### src/rtl/core/cpg_pkg.sv
`timescale 1ns / 1ps
// Shared types and constants for the collision pair grouper.
// Used by cpg_ctrl, cpg_datapath and collision_pair_grouper; no dependencies.
package cpg_pkg;

   // Fixed field widths of the request and response items
   localparam int PLAYER_W = 4;
   localparam int SLOT_W   = 3;
   localparam int COUNT_W  = 4;

   // Default sizing, handed to the top level parameters
   localparam int DEF_MAX_PLAYERS = 16;
   localparam int DEF_MAX_GROUPS  = 8;

   // Request codes
   localparam logic REQ_PAIR      = 1'b0;
   localparam logic REQ_FRAME_END = 1'b1;

   typedef struct packed {
      logic                req_type;
      logic [PLAYER_W-1:0] player_a;
      logic [PLAYER_W-1:0] player_b;
   } cpg_req_type;

   typedef struct packed {
      logic [SLOT_W-1:0]  group_slot;
      logic               merged;
      logic               new_group;
      logic [COUNT_W-1:0] group_count;
   } cpg_rsp_type;

   // Controller states
   typedef enum logic [1:0] {
      ST_IDLE,
      ST_LOOKUP,
      ST_UPDATE
   } cpg_state_type;

   // Controller to datapath commands
   typedef struct packed {
      logic load;     // capture the accepted request
      logic lookup;   // read memberships and find a free slot
      logic update;   // write back state and issue the response
   } cpg_cmd_type;

   // Datapath to controller status
   typedef struct packed {
      logic out_free; // response register can take a new item this cycle
   } cpg_status_type;

endpackage

### src/rtl/core/cpg_ctrl.sv
`timescale 1ns / 1ps
// Controller of the collision pair grouper: sequences load, lookup and update.
// Depends on cpg_pkg.
module cpg_ctrl
   import cpg_pkg::*;
(
   input  logic           clock,
   input  logic           reset,
   input  logic           req_valid,
   output logic           req_stall,
   input  cpg_status_type status,
   output cpg_cmd_type    cmd
);

   cpg_state_type state_ff;
   cpg_state_type state_in;

   // Hold the state register
   always_ff @(posedge clock) begin
      if (reset) begin
         state_ff <= ST_IDLE;
      end else begin
         state_ff <= state_in;
      end
   end

   // Next state and commands
   always_comb begin
      state_in   = state_ff;
      cmd        = '0;
      req_stall  = 1'b1;
      unique case (state_ff)
         ST_IDLE: begin
            req_stall = 1'b0;
            if (req_valid) begin
               cmd.load = 1'b1;
               state_in = ST_LOOKUP;
            end
         end
         ST_LOOKUP: begin
            cmd.lookup = 1'b1;
            state_in   = ST_UPDATE;
         end
         ST_UPDATE: begin
            // Write back once the response register frees up; take the next
            // request in the same cycle
            if (status.out_free) begin
               cmd.update = 1'b1;
               req_stall  = 1'b0;
               if (req_valid) begin
                  cmd.load = 1'b1;
                  state_in = ST_LOOKUP;
               end else begin
                  state_in = ST_IDLE;
               end
            end
         end
         default: begin
            state_in = ST_IDLE;
         end
      endcase
   end

endmodule

### src/rtl/core/cpg_datapath.sv
`timescale 1ns / 1ps
// Datapath of the collision pair grouper: membership register file, slot
// occupancy, group counter, lookup stage and response register. Depends on cpg_pkg.
module cpg_datapath
   import cpg_pkg::*;
#(
   parameter int MAX_PLAYERS = DEF_MAX_PLAYERS,
   parameter int MAX_GROUPS  = DEF_MAX_GROUPS
) (
   input  logic           clock,
   input  logic           reset,
   input  cpg_req_type    req_data,
   input  cpg_cmd_type    cmd,
   output cpg_status_type status,
   output logic           rsp_valid,
   input  logic           rsp_stall,
   output cpg_rsp_type    rsp_data
);

   localparam int IW = (MAX_PLAYERS > 1) ? $clog2(MAX_PLAYERS) : 1;
   localparam int GW = $clog2(MAX_GROUPS + 1);
   localparam int SW = (MAX_GROUPS > 1) ? $clog2(MAX_GROUPS) : 1;
   localparam logic [GW-1:0] NoGroup = GW'(MAX_GROUPS);

   // Architectural state
   logic [GW-1:0] member_ff [MAX_PLAYERS];
   logic [GW-1:0] member_in [MAX_PLAYERS];
   logic [MAX_GROUPS-1:0] use_ff;
   logic [MAX_GROUPS-1:0] use_in;
   logic [GW-1:0] cnt_ff;
   logic [GW-1:0] cnt_in;

   // Request register
   cpg_req_type   in_ff;
   cpg_req_type   in_in;

   // Lookup stage
   logic [GW-1:0] ga_ff, ga_in;
   logic [GW-1:0] gb_ff, gb_in;
   logic          bad_ff, bad_in;
   logic          free_ff, free_in;
   logic [SW-1:0] free_slot_ff, free_slot_in;

   // Response register
   logic          rsp_valid_ff, rsp_valid_in;
   cpg_rsp_type   rsp_data_ff, rsp_data_in;

   logic [IW-1:0] a_idx;
   logic [IW-1:0] b_idx;
   logic          has_a;
   logic          has_b;
   logic          frame_end;
   logic [GW-1:0] join_g;

   assign a_idx     = IW'(in_ff.player_a);
   assign b_idx     = IW'(in_ff.player_b);
   assign has_a     = (ga_ff != NoGroup);
   assign has_b     = (gb_ff != NoGroup);
   assign frame_end = (in_ff.req_type == REQ_FRAME_END);
   assign join_g    = has_a ? ga_ff : gb_ff;

   assign status.out_free = !rsp_valid_ff || !rsp_stall;
   assign rsp_valid       = rsp_valid_ff;
   assign rsp_data        = rsp_data_ff;

   // Capture the request on transfer
   assign in_in = cmd.load ? req_data : in_ff;

   // Lookup: range check, both memberships, lowest free slot
   always_comb begin
      bad_in = (32'(in_ff.player_a) >= 32'(MAX_PLAYERS)) ||
               (32'(in_ff.player_b) >= 32'(MAX_PLAYERS));
      ga_in  = bad_in ? NoGroup : member_ff[a_idx];
      gb_in  = bad_in ? NoGroup : member_ff[b_idx];
      free_in      = 1'b0;
      free_slot_in = '0;
      for (int i = MAX_GROUPS - 1; i >= 0; i--) begin
         if (!use_ff[i]) begin
            free_in      = 1'b1;
            free_slot_in = SW'(i);
         end
      end
   end

   // Update: relabel, join, open or clear, and form the response
   always_comb begin
      for (int i = 0; i < MAX_PLAYERS; i++) begin
         member_in[i] = member_ff[i];
      end
      use_in       = use_ff;
      cnt_in       = cnt_ff;
      rsp_data_in  = rsp_data_ff;
      rsp_valid_in = rsp_valid_ff && rsp_stall;
      if (cmd.update) begin
         rsp_valid_in = 1'b1;
         rsp_data_in  = '0;
         if (frame_end) begin
            rsp_data_in.group_count = COUNT_W'(cnt_ff);
            for (int i = 0; i < MAX_PLAYERS; i++) begin
               member_in[i] = NoGroup;
            end
            use_in = '0;
            cnt_in = '0;
         end else if (bad_ff) begin
            rsp_data_in = '0;
         end else if (has_a && has_b) begin
            rsp_data_in.group_slot = SLOT_W'(ga_ff);
            if (ga_ff != gb_ff) begin
               // Merge the second group into the first and free its slot
               for (int i = 0; i < MAX_PLAYERS; i++) begin
                  if (member_ff[i] == gb_ff) begin
                     member_in[i] = ga_ff;
                  end
               end
               use_in[gb_ff[SW-1:0]] = 1'b0;
               cnt_in                = cnt_ff - GW'(1);
               rsp_data_in.merged    = 1'b1;
            end
         end else if (has_a || has_b) begin
            // The ungrouped player joins the other's group
            member_in[a_idx]       = join_g;
            member_in[b_idx]       = join_g;
            rsp_data_in.group_slot = SLOT_W'(join_g);
         end else if (free_ff) begin
            // Open a fresh group in the lowest free slot
            member_in[a_idx]       = GW'(free_slot_ff);
            member_in[b_idx]       = GW'(free_slot_ff);
            use_in[free_slot_ff]   = 1'b1;
            cnt_in                 = cnt_ff + GW'(1);
            rsp_data_in.group_slot = SLOT_W'(free_slot_ff);
            rsp_data_in.new_group  = 1'b1;
         end
      end
   end

   // Control state
   always_ff @(posedge clock) begin
      if (reset) begin
         for (int i = 0; i < MAX_PLAYERS; i++) begin
            member_ff[i] <= NoGroup;
         end
         use_ff       <= '0;
         cnt_ff       <= '0;
         rsp_valid_ff <= 1'b0;
      end else begin
         for (int i = 0; i < MAX_PLAYERS; i++) begin
            member_ff[i] <= member_in[i];
         end
         use_ff       <= use_in;
         cnt_ff       <= cnt_in;
         rsp_valid_ff <= rsp_valid_in;
      end
   end

   // Payload registers
   always_ff @(posedge clock) begin
      in_ff       <= in_in;
      rsp_data_ff <= rsp_data_in;
      if (cmd.lookup) begin
         ga_ff        <= ga_in;
         gb_ff        <= gb_in;
         bad_ff       <= bad_in;
         free_ff      <= free_in;
         free_slot_ff <= free_slot_in;
      end
   end

   // Write back never overruns a response still waiting
   a_no_overrun: assert property (@(posedge clock) disable iff (reset)
      cmd.update |-> (!rsp_valid_ff || !rsp_stall))
      else $error("update while response register busy");

   // Group counter tracks occupied slots
   a_count_match: assert property (@(posedge clock) disable iff (reset)
      $countones(use_ff) == int'(cnt_ff))
      else $error("group counter out of step with slot occupancy");

   // Frame end leaves every slot free
   a_frame_clear: assert property (@(posedge clock) disable iff (reset)
      (cmd.update && frame_end) |=> (use_ff == '0 && cnt_ff == '0))
      else $error("slots not cleared at frame end");

   // A lookup is always followed by an update before another lookup
   a_lookup_then_update: assert property (@(posedge clock) disable iff (reset)
      cmd.lookup |=> !cmd.lookup)
      else $error("back to back lookups");

endmodule

### src/rtl/core/collision_pair_grouper.sv
`timescale 1ns / 1ps
// Top level of the collision pair grouper: controller plus datapath.
// Depends on cpg_pkg, cpg_ctrl and cpg_datapath.
//
// Groups the colliding player pairs of one frame into clusters. A pair
// request either opens a group in the lowest free slot, adds the ungrouped
// player to the other's group, merges the second player's group into the
// first, or leaves the groups unchanged. A frame-end request returns the
// number of non-empty groups and clears all memberships. Each request
// passes a lookup step that reads both memberships and finds a free slot,
// then an update step that writes the membership register file back (a
// merge relabels all entries in parallel) and loads the response register.
// The next request is taken in the update step of the current one; a
// stalled response holds off the write back of the following request. No
// clearing pass is needed after reset.
module collision_pair_grouper
   import cpg_pkg::*;
#(
   parameter int MAX_PLAYERS = DEF_MAX_PLAYERS,
   parameter int MAX_GROUPS  = DEF_MAX_GROUPS
) (
   input  logic        clock,
   input  logic        reset,
   input  logic        req_valid,
   output logic        req_stall,
   input  cpg_req_type req_data,
   output logic        rsp_valid,
   input  logic        rsp_stall,
   output cpg_rsp_type rsp_data
);

   cpg_cmd_type    cmd;
   cpg_status_type status;

   cpg_ctrl u_ctrl (
      .clock     (clock),
      .reset     (reset),
      .req_valid (req_valid),
      .req_stall (req_stall),
      .status    (status),
      .cmd       (cmd)
   );

   cpg_datapath #(
      .MAX_PLAYERS (MAX_PLAYERS),
      .MAX_GROUPS  (MAX_GROUPS)
   ) u_datapath (
      .clock     (clock),
      .reset     (reset),
      .req_data  (req_data),
      .cmd       (cmd),
      .status    (status),
      .rsp_valid (rsp_valid),
      .rsp_stall (rsp_stall),
      .rsp_data  (rsp_data)
   );

endmodule

### config.mk
export PLATFORM = sky130hd
export DESIGN_NAME = collision_pair_grouper
export DESIGN_NICKNAME = d
export VERILOG_FILES = /design/src/rtl/core/cpg_pkg.sv /design/src/rtl/core/cpg_ctrl.sv /design/src/rtl/core/cpg_datapath.sv /design/src/rtl/core/collision_pair_grouper.sv
export SDC_FILE = /design/constraint.sdc
export NUM_CORES = 1
export LEC_CHECK = 0
export ABC_AREA = 1
export BUFFER_PORTS_ARGS = -buffer_cell sky130_fd_sc_hd__buf_4
export CAP_MARGIN = 20
export CORE_ASPECT_RATIO = 0.6
export CORE_MARGIN = 4
export CORE_UTILIZATION = 56
export DETAILED_ROUTE_END_ITERATION = 10
export GPL_ROUTABILITY_DRIVEN = 0
export GPL_TIMING_DRIVEN = 0
export PLACE_DENSITY_LB_ADDON = 0.25
export SLEW_MARGIN = 10
export SYNTH_ARGS = -nofsm -noshare
export SYNTH_HDL_FRONTEND = slang
export SYNTH_HIERARCHICAL = 1
export SYNTH_SLANG_ARGS = --single-unit
export TNS_END_PERCENT = 100
### constraint.sdc
create_clock -name clock -period 4.12 [get_ports clock]
set_input_delay 0.206 -clock clock [delete_from_list [all_inputs] [get_ports clock]]
set_output_delay 0.206 -clock clock [all_outputs]
set_load 0.005 [all_outputs]
==> reports/metrics.yaml, run 1 <==
status: "finished, violations left"
violations: "design-rule violations"
crit_arrival_ns: 2.92
initial_core_util_pct: 57.80
worstPathMaxFanout: 10
worst_slew_pin_slew_ns: 1.104
diodes: 0
drtPass1Iterations: 11
vias: 8449
drt-initial-drc-count: 1695
postCtsHoldBufs: 0
netlist.area_leader.share_pct: 21.16
cp_slowest_stage_delay_ns: 0.36
crit_top_cell: "nand2_1"
ys_async_sr_fraction_pct: 0
finalWirelength_um: 27960
ys.flop_type: "dfxtp_1"
relSlewSlack_pct: 26.39
area_delta_synth_final_pct: 9.223
path_class: "flop to flop"
ctsHtreeMaxLevel: 3
finalNonFillerCells: 1329
ys_seq_area_share_pct: 33.21
path_buf_inv: 5
ioPinCount: 24
fill_cells: 1239
start_kind: "flop"
dp.cells: 1313
grt_use_total_pct: 36.27
ys_top_cells_by_count: "nand2_1, nor2_1, inv_1"
period_needed_ns: 2.702
worst-r2r-cell-count: 16
hold_viol: 0
synth_fp_nets: 1135
netlist_area_sq_um: 7475
regArea_sq_um: 2482
nets: 1169
cts_resized: 0
yosys-top-cells-area: "dfxtp_1, nand2_1, edfxtp_1"
cp_num_cells: 16
setup_viol: 0
powerDensity_nw_per_um2: 318.0
totalNegativeSetupSlack_ns: 0
clock_sinks: 109
ir_drop_v: 0.0001783
synthCells: 1120
ys_ff_latch: 109
clk_latency_ns: 0.36
crit_path_cell_trace: "clkbuf_1 > nor2_2 > nand3_2 > nand2_4 > buf_6 > inv_2 > buf_2 > ha_1 > inv_1 > nor2_1 > nor2_1 > nand2_1 > nand2_1 > nand2_1 > nand2_1 > a21oi_1"
yosysWarnings: 6
dieArea_sq_um: 15320
fmax_mhz: 370.1
p_leak_nw: 3.627
hpwlAfterDp_um: 20220
whs_path_depth: 1
drc_errors: 38
end_kind: "flop"
cts_tree: "built"
hold_class: "primary input to flop"
grt_max_degree: 19
cts_buffer_depth: 2
path_clk_slew_ns: 0.08
grt-ovfl-total: 0
place_ws_ns: 1.514
grt_pass1_vias: 7762
fin_crit_sh_pct: 65.58
yosysUniqueCellTypes: 35
grt_setup_unrepaired: "false"
cap_violations: 0
finalMaxSlewViolations: 0
antenna_found_initial: 0
postRouteAntennaNets: 0
num_rows: 32
die_h_um: 97.49
post_cts_buffers: 0
synth_top_area_cell: "dfxtp_1"
synth-edff-count: 30
port-buffer-count: 23
core_area_sq_um: 12930
crit_family: "simple AND/OR/NAND/NOR gates"
cp.required_ns: 4.34
vias_per_cell: 6.357
grt_pass1_wl_um: 42860
clock-root-buffer: "clkbuf_16"
die_w_um: 157.2
crit_slowest_cell: "edfxtp_1"
multi_input_area_sq_um: 4233
yosysMostFrequentCell: "nand2_1"
setup_ws_ns: 1.418
numCtsBuffers: 9
drive_gt1_share_pct: 10.27
wl_per_cell_um: 21.04
syn_avg_cell_area_sq_um: 6.674
skew_ns: 0.009076
[flip-flops by register name, summed over array words and instances (netlist names)]
signal / cells
u_datapath/a_idx: 4
u_datapath/b_idx: 4
u_datapath/gb_ff: 4
u_datapath/cnt_ff: 4
u_datapath/member_ff: 64
u_datapath/frame_end: 1
u_datapath/rsp_valid: 1
u_datapath/use_ff: 8
u_datapath/ga_ff: 4
u_ctrl/state_ff: 2
u_datapath/free_slot_ff: 3
u_datapath/rsp_data: 9
u_datapath/free_ff: 1
[cell families after synthesis]
family	Yosys count	synth area share, %
adders and majority gates	2	0.3347
and+or+nand+nor	559	32.39
xor gates and xnor gates	66	7.733
AOI/OAI and AO/OA	205	16.17
buffers and inverters	179	10.16
DFF	109	33.21
[metrics by stage]
step | cell area, sq um | power (mW) | util [%] | hold WS, ns
2_1_floorplan | 7475 | 1.518 | - | 0.3049
3_3_place_gp | 7860 | 1.663 | 60.78 | 0.3847
3_5_place_dp | 7860 | 1.672 | 60.78 | 0.3855
4_1_cts | 8164 | 2.568 | 63.13 | 0.01135
5_1_grt | 8164 | 2.675 | 63.13 | 0.008718
6_report | 8164 | 2.596 | 63.13 | 0.01610
[layout make-up]
type	instances	share of cell area, %
multi-input cells	832	51.85
flip-flops and latches	109	30.41
inverters	121	5.563
plain buffers	58	3.739
clock buffers	12	3.280
well taps	170	2.605
repair buffers	23	2.115
clock inverters	4	0.4444
[final timing paths]
check,start,endpoint,slack (ns)
worst max register to register,u_datapath/gb_ff[2],u_datapath/cnt_ff[3],1.42
worst max-delay path,u_datapath/gb_ff[2],u_datapath/cnt_ff[3],1.42
worst min register to register,u_datapath/cnt_ff[3],u_datapath/cnt_ff[3],0.48
worst min-delay path,req_data[8],u_datapath/frame_end,0.02
[placed cells by master (no fill, tap or decap), types with 2 or more instances in the layout]
master     instances
o221ai_1           8
nor2_1           154
a22oi_1            8
clkbuf_1          23
nor2_2             5
inv_8              2
nand2_1          278
inv_2              6
inv_1            114
o21ai_0           43
nor2_4             3
ha_1               2
nand2_2            9
buf_2             22
nand3_2           11
a21oi_1           66
xor2_1            18
buf_1              3
nor3_1            13
nand3b_1           2
o22ai_1           49
dfxtp_1           79
buf_4             29
o21ai_1            8
clkbuf_16         10
nand3_1           34
buf_6              5
edfxtp_1          30
a31oi_1            6
nand4_1           48
xnor2_1           48
a41oi_1            4
o21ai_2           12
[power by group]
part,switching [mW],internal (mW)
clock network,0.434,0.474
logic,0.367,0.150
registers,0.0316,1.14
total,0.833,1.76
[per-layer routing]
layer	global-route usage [%]	vias up	share of wire (%)
li1	-	3765	-
met5	0	-	0.15
met3	18.78	170	19
met2	43.84	810	35
met4	13.09	2	4.4
met1	53.48	3702	41
(Power assumes the default switching activity.)
==> run 2: changes to the inputs <==
ABC_AREA = 0   (was 1)
clock period = 2.8 ns   (was 4.12 ns; I/O delays follow)
==> run 2 against run 1 <==
The flow now finishes without violations. Area after synthesis is 0.23% lower. Final cell count is 26% lower. Wire length is 15% lower. Critical endpoint is now u_datapath/member_ff[9][3]. Largest power group unchanged. Clock-buffer cell count is 2 lower. Worst setup slack worse by 1.4 ns. Sequential cell count stayed put. Maximum frequency is 1.8% lower. Core utilization is 1.0 points higher. Largest cell class unchanged. Worst hold slack better by 0.064 ns. Via count is 22% lower. Total power is 32% higher. Clock skew is 0.0014 ns lower.
==> reports/metrics.yaml, run 2 <==
final_cell_mix: "nor2_1, a21oi_1, dfxtp_1"  # was nand2_1, nor2_1, inv_1
ys_ff_latch: 109  # unchanged
clock_sinks: 109  # unchanged
synth_top_area_cell: "dfxtp_1"  # unchanged
hold_class: "primary input to flop"  # unchanged
drc_errors: 0  # was 38
holdPathEnd: "u_ctrl/state_ff[0]"  # was u_datapath/frame_end
rrSetupSlack_ns: 0.05  # was 1.42 ns
relSlewSlack_pct: 23.92  # was 26.39%
clk_latency_ns: 0.36  # about the same
worst-r2r-cell-count: 11  # was 16
ys_async_sr_fraction_pct: 0  # unchanged
wl_met1_um: 9402  # was 11460 um
vias_per_cell: 6.756  # was 6.357
diodes: 0  # unchanged
synthCells: 755  # was 1120
grt_pass1_wl_um: 36110  # was 42860 um
met3_wirelength_um: 4359  # was 5446 um
largest_register_ff_count: 64  # unchanged
ys_seq_area_share_pct: 33.29  # was 33.21%
antenna_found_initial: 0  # unchanged
synth_fp_nets: 770  # was 1135
utilization_pct: 64.13  # was 63.13%
numCtsBuffers: 9  # unchanged
die_w_um: 157.0  # was 157.2 um
fmax_mhz: 363.6  # was 370.1 MHz
status: "complete, no violations"  # was finished, violations left
ctsHtreeMaxLevel: 3  # unchanged
finalMaxSlewViolations: 0  # unchanged
syn_avg_cell_area_sq_um: 9.877  # was 6.674 sq um
synth-edff-count: 30  # unchanged
whs_path_depth: 2  # was 1
grt_max_degree: 29  # was 19
ys_top_cells_by_count: "nor2_1, a21oi_1, dfxtp_1"  # was nand2_1, nor2_1, inv_1
path_class: "flop to flop"  # unchanged
worst_slew_pin_slew_ns: 1.141  # was 1.104 ns
grt_pass1_vias: 6282  # was 7762
dieArea_sq_um: 15290  # was 15320 sq um
cap_violations: 0  # unchanged
ys.flop_type: "dfxtp_1"  # unchanged
wl_per_cell_um: 24.31  # was 21.04 um
cts_tree: "built"  # unchanged
worstPathMaxFanout: 10  # unchanged
yosysWarnings: 6  # unchanged
core_area_sq_um: 12930  # unchanged
total_power_mw: 3.432  # was 2.596 mW
path_clk_slew_ns: 0.08  # about the same
cts_buffer_depth: 2  # unchanged
finalWirelength_um: 23750  # was 27960 um
ir_drop_v: 0.0003285  # was 0.0001783 V
dp.cells: 949  # was 1313
grt-ovfl-total: 0  # unchanged
nets: 817  # was 1169
crit_arrival_ns: 3.03  # was 2.92 ns
netlist_area_sq_um: 7457  # was 7475 sq um
area_delta_synth_final_pct: 11.21  # was 9.223%
setup_viol: 0  # unchanged
yosysUniqueCellTypes: 58  # was 35
drtPass1Iterations: 5  # was 11
powerDensity_nw_per_um2: 413.8  # was 318.0 nW/um^2
port-buffer-count: 23  # unchanged
highest_layer: "met4"  # was met5
period_needed_ns: 2.750  # was 2.702 ns
num_rows: 32  # unchanged
drive_gt1_share_pct: 26.52  # was 10.27%
hpwlAfterDp_um: 17510  # was 20220 um
reg2reg_from: "u_datapath/ga_ff[1]"  # was u_datapath/gb_ff[2]
finalNonFillerCells: 977  # was 1329
layout_commonest_cell: "nor2_1"  # was nand2_1
ioPinCount: 24  # unchanged
min_from: "req_valid"  # was req_data[8]
yosys-top-cells-area: "dfxtp_1, edfxtp_1, mux4_2"  # was dfxtp_1, nand2_1, edfxtp_1
yosysMostFrequentCell: "nor2_1"  # was nand2_1
clock-root-buffer: "clkbuf_16"  # unchanged
rr_endpoint: "u_datapath/member_ff[9][3]"  # was u_datapath/cnt_ff[3]
netlist.area_leader.share_pct: 21.21  # was 21.16%
vias: 6601  # was 8449
postRouteAntennaNets: 0  # unchanged
die_h_um: 97.39  # was 97.49 um
hold_viol: 0  # unchanged
top_register: "u_datapath/member_ff"  # unchanged
end_kind: "flop"  # unchanged
initial_core_util_pct: 57.66  # was 57.80%
drt-initial-drc-count: 946  # was 1695
p_leak_nw: 3.340  # was 3.627 nW
skew_ns: 0.007641  # was 0.009076 ns
wl_met2_um: 9381  # was 9772 um
cp.required_ns: 3.08  # was 4.34 ns
fin_crit_sh_pct: 98.23  # was 65.58%
start_kind: "flop"  # unchanged
grt_use_total_pct: 31.15  # was 36.27%
## run 2: worst max path at each step
stage / from / to / slack [ns] / cells after the start
finish: u_datapath/ga_ff[1] / u_datapath/member_ff[9][3] / 0.05 / 11
global route: u_datapath/ga_ff[1] / u_datapath/member_ff[8][3] / -0.006 / 11
CTS: u_datapath/gb_ff[3] / u_datapath/member_ff[4][2] / 0.08 / 7
detailed placement: u_datapath/ga_ff[1] / u_datapath/cnt_ff[3] / -0.44 / 13
global placement: u_datapath/ga_ff[0] / u_datapath/cnt_ff[3] / -0.33 / 13
floorplan: u_datapath/ga_ff[0] / u_datapath/cnt_ff[3] / 0.04 / 13
## run 2: routing by layer
| metal | track usage, % | vias to the layer above |
|---|---|---|
| met5 | 0 | - |
| met4 | 7.467 | 0 |
| met3 | 15.80 | 79 |
| met2 | 42.69 | 584 |
| met1 | 43.68 | 3133 |
| li1 | - | 2805 |
## run 2: worst max-delay path, stage by stage, from the launching register on
cell	delay (ns)
edfxtp_1	0.37
buf_4	0.19
nor4b_4	0.36
buf_4	0.17
buf_4	0.09
buf_4	0.16
xor2_1	0.15
and3_1	0.17
clkbuf_1	0.34
buf_2	0.37
a21oi_1	0.12
mux2i_1	0.18
## run 2: area by class of cell
type	count	area (sq um)
Clock inverter	6	48.80
Timing Repair Buffer	38	305.3
Clock buffer	10	229.0
Fill cell	1020	4639
Inverter	15	58.81
Multi-Input combinational cell	572	4668
Tap cell	170	212.7
Sequential cell	109	2482
Buffer	57	287.8
## run 2: repair_timing
action                     4_1_cts  5_1_grt
setup buffers                    4        1
setup endpoints to repair       44       38
hold endpoints to repair         9        0
hold buffers                     9        0
gates resized for setup         11       15
pin swaps                        3        1
## run 2: through the flow
stage               setup WS, ns   TNS, ns  cell area [sq um]  hold WS, ns
floorplan                0.03968         0               7457       0.2142
global placement         -0.3265    -5.044               7843       0.3180
detailed placement       -0.4386    -7.150               7848       0.3195
CTS                      0.07922         0               8250      0.06422
global route           -0.005674  -0.01222               8293      0.07115
finish                   0.04956         0               8293      0.08052
## run 2: power breakdown
part / switching, mW / leakage [nW] / internal [mW] / total (mW)
Combinational: 0.342 / 2.29 / 0.197 / 0.539
Clock: 0.606 / 0.137 / 0.613 / 1.22
Sequential: 0.0281 / 0.915 / 1.65 / 1.67
## run 2: cells by family after synthesis
logic type,count (synthesis),share of synthesized area [%]
AO/OA/AOI/OAI,150,12.65
XOR/XNOR,71,8.339
adder cells (fa/ha/maj),2,0.3355
buffers and inverters,74,4.581
flip-flops,109,33.29
multiplexers,116,24.08
AND/OR/NAND/NOR,233,16.73
==> run 3: changes to the inputs <==
CAP_MARGIN = default   (was 20)
CELL_PAD_IN_SITES_DETAIL_PLACEMENT = 0   (was default)
CELL_PAD_IN_SITES_GLOBAL_PLACEMENT = 1   (was default)
CORE_UTILIZATION = 50   (was 56)
==> run 3 against run 2 <==
Worst hold slack improved by 0.0035 ns. Wire length increased by 1.9%. Worst setup slack improved by 0.025 ns. Die area increased by 11%. Combinational power about the same. Largest power group unchanged.
==> reports/metrics.yaml, run 3 (synthesis results as in run 2) <==
area_delta_synth_final_pct: 12.38  # was 11.21%
setup_viol: 0  # unchanged
switching_share_pct: 27.65  # was 28.44%
skew_ns: 0.006378  # was 0.007641 ns
finalMaxSlewViolations: 0  # unchanged
end_kind: "flop"  # unchanged
worstPathMaxFanout: 8  # was 10
rrSetupSlack_ns: 0.07  # was 0.05 ns
drc_errors: 0  # unchanged
holdPathEnd: "u_ctrl/state_ff[0]"  # unchanged
port-buffer-count: 23  # unchanged
ir_drop_v: 0.0002683  # was 0.0003285 V
vias: 6495  # was 6601
drtPass1Iterations: 5  # unchanged
fmax_mhz: 366.9  # was 363.6 MHz
grt-ovfl-total: 0  # unchanged
postRouteAntennaNets: 0  # unchanged
top_register: "u_datapath/member_ff"  # unchanged
grt_max_degree: 20  # was 29
path_class: "flop to flop"  # unchanged
setup_ws_ns: 0.07410  # was 0.04956 ns
fill_cells: 1269  # was 1020
dieArea_sq_um: 17000  # was 15290 sq um
antenna_found_initial: 0  # unchanged
grt_pass1_vias: 6341  # was 6282
min_from: "req_valid"  # unchanged
hpwlAfterDp_um: 17840  # was 17510 um
ioPinCount: 24  # unchanged
place_ws_ns: -0.4772  # was -0.4386 ns
die_w_um: 165.7  # was 157.0 um
core_area_sq_um: 14550  # was 12930 sq um
busiest_layer: "met1"  # unchanged
fin_crit_sh_pct: 97.35  # was 98.23%
start_kind: "flop"  # unchanged
relSlewSlack_pct: 24.36  # was 23.92%
period_needed_ns: 2.726  # was 2.750 ns
met1_usage_pct: 41.52  # was 43.68%
final_cell_mix: "nor2_1, a21oi_1, dfxtp_1"  # unchanged
die_h_um: 102.6  # was 97.39 um
layout_commonest_cell: "nor2_1"  # unchanged
finalWirelength_um: 24190  # was 23750 um
reg2reg_from: "u_datapath/a_idx[2]"  # was u_datapath/ga_ff[1]
total_power_mw: 3.599  # was 3.432 mW
clock_sinks: 109  # unchanged
met2_usage_pct: 39.54  # was 42.69%
seqPwrFrac_pct: 46.5  # was 48.8%
drive_gt1_share_pct: 26.96  # was 26.52%
gr-usage-met3_pct: 9.119  # was 15.80%
p_comb_share_pct: 15.0  # was 15.7%
rr_endpoint: "u_datapath/member_ff[15][2]"  # was u_datapath/member_ff[9][3]
p_clk_share_pct: 38.5  # was 35.5%
diodes: 0  # unchanged
grt_setup_unrepaired: "false"
ctsHtreeMaxLevel: 3  # unchanged
clk_latency_ns: 0.36  # about the same
cap_violations: 0  # unchanged
p_sw_mw: 0.9951  # was 0.9760 mW
worst-r2r-cell-count: 6  # was 11
crit_arrival_ns: 2.98  # was 3.03 ns
largest_register_ff_count: 64  # unchanged
intPower_mw: 2.604  # was 2.456 mW
path_clk_slew_ns: 0.08  # about the same
cts_tree: "built"  # unchanged
initial_core_util_pct: 51.26  # was 57.66%
numCtsBuffers: 9  # unchanged
cts_buffer_depth: 2  # unchanged
status: "complete, no violations"  # unchanged
p_leak_nw: 3.357  # was 3.340 nW
whs_path_depth: 2  # unchanged
hold_viol: 0  # unchanged
num_rows: 34  # was 32
nets: 815  # was 817
vias_per_cell: 6.476  # was 6.756
drt-initial-drc-count: 909  # was 946
worst_slew_pin_slew_ns: 1.135  # was 1.141 ns
grt_use_total_pct: 28.52  # was 31.15%
wl_per_cell_um: 24.11  # was 24.31 um
grt_pass1_wl_um: 37340  # was 36110 um
hold_class: "primary input to flop"  # unchanged
cp.required_ns: 3.05  # was 3.08 ns
clock-root-buffer: "clkbuf_16"  # unchanged
powerDensity_nw_per_um2: 429.5  # was 413.8 nW/um^2
run 3: critical path, cell delays in order (launching register included):
cell,delay [ns]
edfxtp_1,0.34
clkbuf_1,0.46
nand2_1,0.22
o22ai_1,0.66
a21oi_1,0.20
a21boi_2,0.35
mux2_2,0.38
run 3: power by group through the flow:
stage / sequential (mW) / clock, mW / combinational, mW
after floorplan: 1.70 / 0 / 0.351
after CTS: 1.67 / 1.40 / 0.519
final: 1.67 / 1.39 / 0.539
after global placement: 1.71 / 0 / 0.488
after detailed placement: 1.71 / 0 / 0.502
after global routing: 1.68 / 1.46 / 0.572
run 3: worst max-delay path by stage:
| stage | end | start | slack (ns) | cells after the start |
|---|---|---|---|---|
| after floorplan | u_datapath/cnt_ff[3] | u_datapath/ga_ff[0] | 0.04 | 13 |
| after global placement | u_datapath/cnt_ff[3] | u_datapath/ga_ff[1] | -0.43 | 13 |
| after global routing | u_datapath/cnt_ff[2] | u_datapath/ga_ff[1] | 0.01 | 13 |
| after detailed placement | u_datapath/cnt_ff[3] | u_datapath/ga_ff[1] | -0.48 | 14 |
| after CTS | u_datapath/cnt_ff[3] | u_datapath/ga_ff[3] | 0.004 | 11 |
| final | u_datapath/member_ff[15][2] | u_datapath/a_idx[2] | 0.07 | 6 |
run 3: cell type report:
type	instances	area [sq um]	area share (%)
multi-input cells	572	4687	55.93
flip-flops and latches	109	2482	29.62
repair buffers	36	292.8	3.494
plain buffers	57	287.8	3.434
clock buffers	10	250.2	2.986
well taps	198	247.7	2.956
clock inverters	6	73.82	0.8809
inverters	15	58.81	0.7017
run 3: routing by layer:
layer	wire [um]	share of wire, %	vias up
li1	-	-	2820
met1	10450	43	3134
met2	9542	39	463
met3	3483	14	78
met4	708	2.9	0
met5	0	0	-
run 3: what timing repair did:
item / 4_1_cts / 5_1_grt
endpoints found under the setup margin: 47 / 63
buffers inserted: 2 / 2
gates cloned: 0 / 0
hold buffers: 9 / 0
pin swaps: 2 / 1
gates resized for setup: 12 / 18
endpoints found under the hold margin: 9 / 0
run 3: through the flow:
stage / hold slack (ns) / setup TNS, ns / util (%) / instance area [sq um] / cells
2_1_floorplan: 0.2142 / 0 / - / 7457 / 755
3_3_place_gp: 0.3194 / -6.853 / 54.15 / 7878 / 976
3_5_place_dp: 0.3196 / -8.283 / 54.15 / 7878 / 976
4_1_cts: 0.07464 / 0 / 57.29 / 8335 / 1002
5_1_grt: 0.08121 / 0 / 57.60 / 8381 / 1003
6_report: 0.08401 / 0 / 57.60 / 8381 / 1003
